[src/rtl/core/mavg_pkg.sv]
package mavg_pkg;

  localparam int WINDOW   = 16;
  localparam int SAMPLE_W = 16;
  localparam int HELD_W   = 5;
  localparam int PTR_W    = (WINDOW > 1) ? $clog2(WINDOW) : 1;
  localparam int CNT_W    = $clog2(WINDOW + 1);
  localparam int SUM_W    = SAMPLE_W + PTR_W;
  localparam int STEP_W   = $clog2(SUM_W);

  localparam logic OP_PUSH  = 1'b0;
  localparam logic OP_CLEAR = 1'b1;

  typedef logic signed [SAMPLE_W-1:0] sample_t;
  typedef logic signed [SUM_W-1:0]    sum_t;
  typedef logic [CNT_W-1:0]           count_t;
  typedef logic [PTR_W-1:0]           ptr_t;

  typedef struct packed {
    logic   start;
    sum_t   dividend;
    count_t divisor;
  } div_req_t;

  typedef struct packed {
    logic    done;
    sample_t quotient;
  } div_rsp_t;

endpackage

[src/rtl/core/mavg_div.sv]
module mavg_div
  import mavg_pkg::*;
(
  input  logic     clk,
  input  logic     rst,
  input  div_req_t req,
  output div_rsp_t rsp
);

  logic               busy;
  logic               done;
  logic               neg;
  logic [STEP_W-1:0]  step;
  logic [SUM_W-1:0]   quo;
  count_t             rem;
  count_t             divisor;

  logic [CNT_W:0]     trial;
  logic               fits;
  logic [CNT_W:0]     diff;
  logic [SUM_W-1:0]   signed_quo;

  // One quotient bit per cycle, restoring division on the magnitude.
  always_comb begin
    trial = {rem, quo[SUM_W-1]};
    fits  = (trial >= {1'b0, divisor});
    diff  = trial - {1'b0, divisor};
  end

  always_ff @(posedge clk) begin
    if (rst) begin
      busy <= 1'b0;
      done <= 1'b0;
    end else begin
      done <= busy && !req.start && (step == '0);
      if (req.start) begin
        busy    <= 1'b1;
        neg     <= req.dividend[SUM_W-1];
        quo     <= req.dividend[SUM_W-1] ? SUM_W'(-req.dividend) : SUM_W'(req.dividend);
        rem     <= '0;
        divisor <= req.divisor;
        step    <= STEP_W'(SUM_W - 1);
      end else if (busy) begin
        rem  <= fits ? diff[CNT_W-1:0] : trial[CNT_W-1:0];
        quo  <= {quo[SUM_W-2:0], fits};
        step <= step - 1'b1;
        if (step == '0) begin
          busy <= 1'b0;
        end
      end
    end
  end

  // Negating the magnitude gives truncation toward zero.
  assign signed_quo   = neg ? (~quo + 1'b1) : quo;
  assign rsp.done     = done;
  assign rsp.quotient = signed_quo[SAMPLE_W-1:0];

endmodule

[config.mk]
export PLATFORM = sky130hd
export DESIGN_NAME = mavg_div
export DESIGN_NICKNAME = d
export VERILOG_FILES = /design/src/rtl/core/mavg_pkg.sv /design/src/rtl/core/mavg_div.sv
export SDC_FILE = /design/constraint.sdc
export NUM_CORES = 1
export LEC_CHECK = 0
export ABC_AREA = 1
export BUFFER_PORTS_ARGS = -buffer_cell sky130_fd_sc_hd__buf_2
export CAP_MARGIN = 30
export CORE_MARGIN = 5
export CORE_UTILIZATION = 60
export DETAILED_ROUTE_END_ITERATION = 6
export GPL_TIMING_DRIVEN = 0
export PLACE_DENSITY = 0.82
export SETUP_SLACK_MARGIN = 0.2
export SLEW_MARGIN = 0
export SYNTH_ARGS = -nofsm -noshare
export SYNTH_HDL_FRONTEND = slang
export SYNTH_SLANG_ARGS = --single-unit
[constraint.sdc]
create_clock -name clk -period 4.8 [get_ports clk]
set_input_delay 1.44 -clock clk [delete_from_list [all_inputs] [get_ports clk]]
set_output_delay 1.44 -clock clk [all_outputs]
set_load 0.01 [all_outputs]
## Word-level counts from Yosys, hierarchy flattened

Cells that the tools add are included.
W data, S select, Z words.

- Register bits after elaboration: 38
- Bits of input ports: 28
- Output and inout bits: 17
- Word-level logic and storage cells: 31

- Add/subtract/negate cells: 4
- Magnitude comparators: 1
- Muxes and demuxes: 10
- Bitwise gates (word level): 2
- Reduce and logical (&&, ||, !) cells: 7

Operator list:

| kind | count |
|---|---|
| $mux W20 | 3 |
| $neg A20 Y20 | 1 |
| $add A16 B1 Y16 const B | 1 |
| $mux W16 | 1 |
| $not A16 Y16 | 1 |
| $mux W5 | 3 |
| $ge A6 B5 Y1 | 1 |
| $logic_not A5 Y1 | 1 |
| $sub A5 B1 Y5 const B | 1 |
| $sub A5 B5 Y5 | 1 |
| $reduce_and A2 Y1 | 2 |
| $mux W1 | 3 |
| $logic_and A1 B1 Y1 | 2 |
| $reduce_bool A2 Y1 | 1 |
| $logic_not A1 Y1 | 1 |
| $not A1 Y1 | 1 |

## Depth between registers and ports, before layout

- Word-level depth: 4
- Gate-level depth with buffers: 11
- Depth with buffers taken out: 11

## Worst setup path after synthesis

No wires, ideal clock.

- Path type: in2reg
- From: input req[25] in the netlist's numbering
- To: register quo[0] (enable)
- Setup time: 0.427 ns
- Data arrival time: 3.185 ns
- Data required time: 4.373 ns
- Slack: 1.188 ns
- Stages: 3
- Buffers on the path: 1
- Path through: inv_1 > clkbuf_1 > a21oi_1

- Cells in the longest elaborated chain, start to end: 2

RTL lines:

| element | RTL line | text |
|---|---|---|
| start: declaration | mavg_div.sv:6 | `input div_req_t req,` |
| $reduce_bool A2 Y1 (no source line) | - |  |
| $reduce_and A2 Y1 (no source line) | - |  |
| end signal: assignment | mavg_div.sv:39 | `quo <= req.dividend[SUM_W-1] ? SUM_W'(-req.dividend) : SUM_W'(req.dividend);` |
| end signal: assignment | mavg_div.sv:45 | `quo <= {quo[SUM_W-2:0], fits};` |
| end: declaration | mavg_div.sv:14 | `logic [SUM_W-1:0] quo;` |

Every way passes these cells.
A chain may end at the register's enable or synchronous reset.

==> impl_results.md <==
- Crit-path cells: inv_1 > ha_1 > nand4_2 > nor2_2 > nand2_2 > nand2_4 > nand2_2 > nand2_1 > nand2_1 > buf_2
- CTS Buf Count: 5
- CTS root buf: clkbuf_8
- Final non-filler cell total: 455
- Syn Area/Cell: 7.91 um^2
- Total power: 0.915 mW
- # clock sinks: 38
- Leak: 1.50 nW
- Yosys warnings: 0
- CP max-delay cell: edfxtp_1
- Fillers: 372
- Syn Inst Count: 350
- First-pass GRT wire length: 10900 um
- Final Cycle Share: 67.8%
- Slew HR: 60.7%
- Core Box Area: 4410 um^2
- Synth top area share: 39.0%
- CP Capture Type: output pin
- Register clock-pin slew on the reported worst setup and hold paths: 0.08 ns
- Setup Skew: 0.0101 ns
- Die height: 77.9 um
- Post-route minimum period: 3.25 ns
- Number of setup violations in the final report: 0
- Setup TNS: 0 ns
- Final slew viol count: 0
- Largest cells by area after synthesis: edfxtp_1, nand2_1, nand3_1
- Post-route ant nets: 0
- Largest net degree at the start of global routing: 27
- Flop and latch count out of synthesis: 38
- Crit path largest cell delay: 0.40 ns
- Vias in the first global route: 2418
- Worst-Skew Late Latency: 0.29 ns
- Fin area: 3200 um^2
- IO Pins: 45
- Die area: 6070 um^2
- F_max: 307 MHz
- Most common cell after layout, fill and taps aside: nand2_1
- Seq/Total Area, Yosys: 40.5%
- DP Worst Slack: 1.86 ns
- Initial DRC Count: 250
- Initial core utilization: 62.7%
- Syn nets: 388
- WP data required: 3.36 ns
- # diodes: 0
- Final core utilization: 72.5%
- Share of cells above drive strength 1: 23.1%
- Cell area after synthesis: 2770 um^2
- Row Count: 24
- Drt total wl: 6370 um
- Most frequent cells in the layout: nand2_1, buf_2, inv_1, nor2_1, edfxtp_1
- Gp weighted congestion: 0.909
- Final Net Count: 440
- Pwr Density: 286 nW/um^2
- Outcome: finished clean
- Initial antenna violation count: 0
- Final hold slack: 0.475 ns
- Post-synth top area cell: edfxtp_1
- Detail Placement HPWL: 4840 um
- Placed cells: 447
- Die width: 77.9 um
- Buffers & Inverters on Critical Path: 2
- Met3 wire length: 409 um
- Top Layer Used: met4
- Critical path type: reg2out
- H-tree depth: 2
- CTS tree: yes
- DRT Pass-1 Iters: 5
- DRC viols: 0
- Critical Path AT: 1.81 ns
- Maximum clock path buffer count: 2
- Hold violation total from the final report: 0
- RSZ-0062 raised after global routing: false
- Max IR drop VDD: 180 uV
- Worst min path class: reg2reg
- GRT overflow: 0
- Total GRT Usage: 22.1%
- Max-Cap Viols: 0
- Worst setup margin: 1.55 ns
- Placed cell area: 3090 um^2
- PostCTS Resize Cnt: 0
- Via count: 2451
- CP Launch Type: register
- Met2 wire length: 2990 um
- Worst slew pin tran: 0.590 ns
- Vias per inst: 5.39
- Yosys cell types: 40
- CP max FO: 3
- Hold_buf cts: 0
- WL/cell: 14.0 um
- Area Growth Syn to Fin: 15.6%
- Top delay family on crit path: simple AND/OR/NAND/NOR gates
- PortBufs: 44
- M1 wire length: 2850 um
- Setup Buffers After CTS: 0
==> where the power goes <==
| group | total, mW | switching, mW | internal (mW) |
|---|---|---|---|
| Clock | 0.280 | 0.111 | 0.169 |
| Sequential | 0.413 | 0.0182 | 0.395 |
| Combinational | 0.222 | 0.135 | 0.0866 |
==> cells by family after synthesis <==
kind of cell	synth area share (%)
AND/OR/NAND/NOR	31.5
buffers and inverters	8.45
AO/OA/AOI/OAI	9.17
adder cells (fa/ha/maj)	4.79
XOR/XNOR	5.65
flip-flops	40.5
==> state kept, by name (all words and copies together), names as in the netlist <==
register / count
done: 1
rem: 5
divisor: 5
busy: 1
quo: 20
neg: 1
step: 5
==> area by class of cell <==
cell class                      instances  area (um^2)  share of cell area, %
Buffer                                 10         61.3                   1.91
Clock buffer                            7         86.3                   2.70
Clock inverter                          1         30.0                  0.938
Inverter                               46          173                   5.39
Multi-Input combinational cell        256         1430                   44.5
Sequential cell                        38         1120                   35.0
Tap cell                               52         65.1                   2.03
Timing Repair Buffer                   45          240                   7.50
==> cell usage after synthesis (all sizes together) <==
cell type / number
o22ai: 1
nor4: 1
xnor2: 4
xor2: 13
a21oi: 12
o31ai: 2
nor2: 46
a21boi: 2
a31oi: 1
o211ai: 3
fa: 1
edfxtp: 36
ha: 9
nand4: 4
o21ai: 20
nor3: 3
buf: 8
dfxtp: 2
inv: 46
nand2: 94
clkbuf: 2
or2: 3
nand3b: 2
nand3: 35
==> path summary, 6_finish.rpt <==
check / from / endpoint / slack, ns / cells past startpoint
min reg2reg: busy / busy / 0.47 / 2
max: quo[0] / rsp[14] / 1.55 / 10
min: busy / busy / 0.47 / 2
max reg2reg: quo[19] / rem[0] / 2.87 / 10
==> tightest hold or removal path: stages (launching register included) <==
cell and delay [ns]:
dfxtp_1 0.32, nand2_1 0.06, a21oi_1 0.05
==> layer usage <==
metal  up-vias  track usage, %
met5         -               0
met4         0            6.93
met3        13            4.51
met2        86            36.9
met1      1107            28.8
li1       1245               -
(Power assumes the default switching activity.)
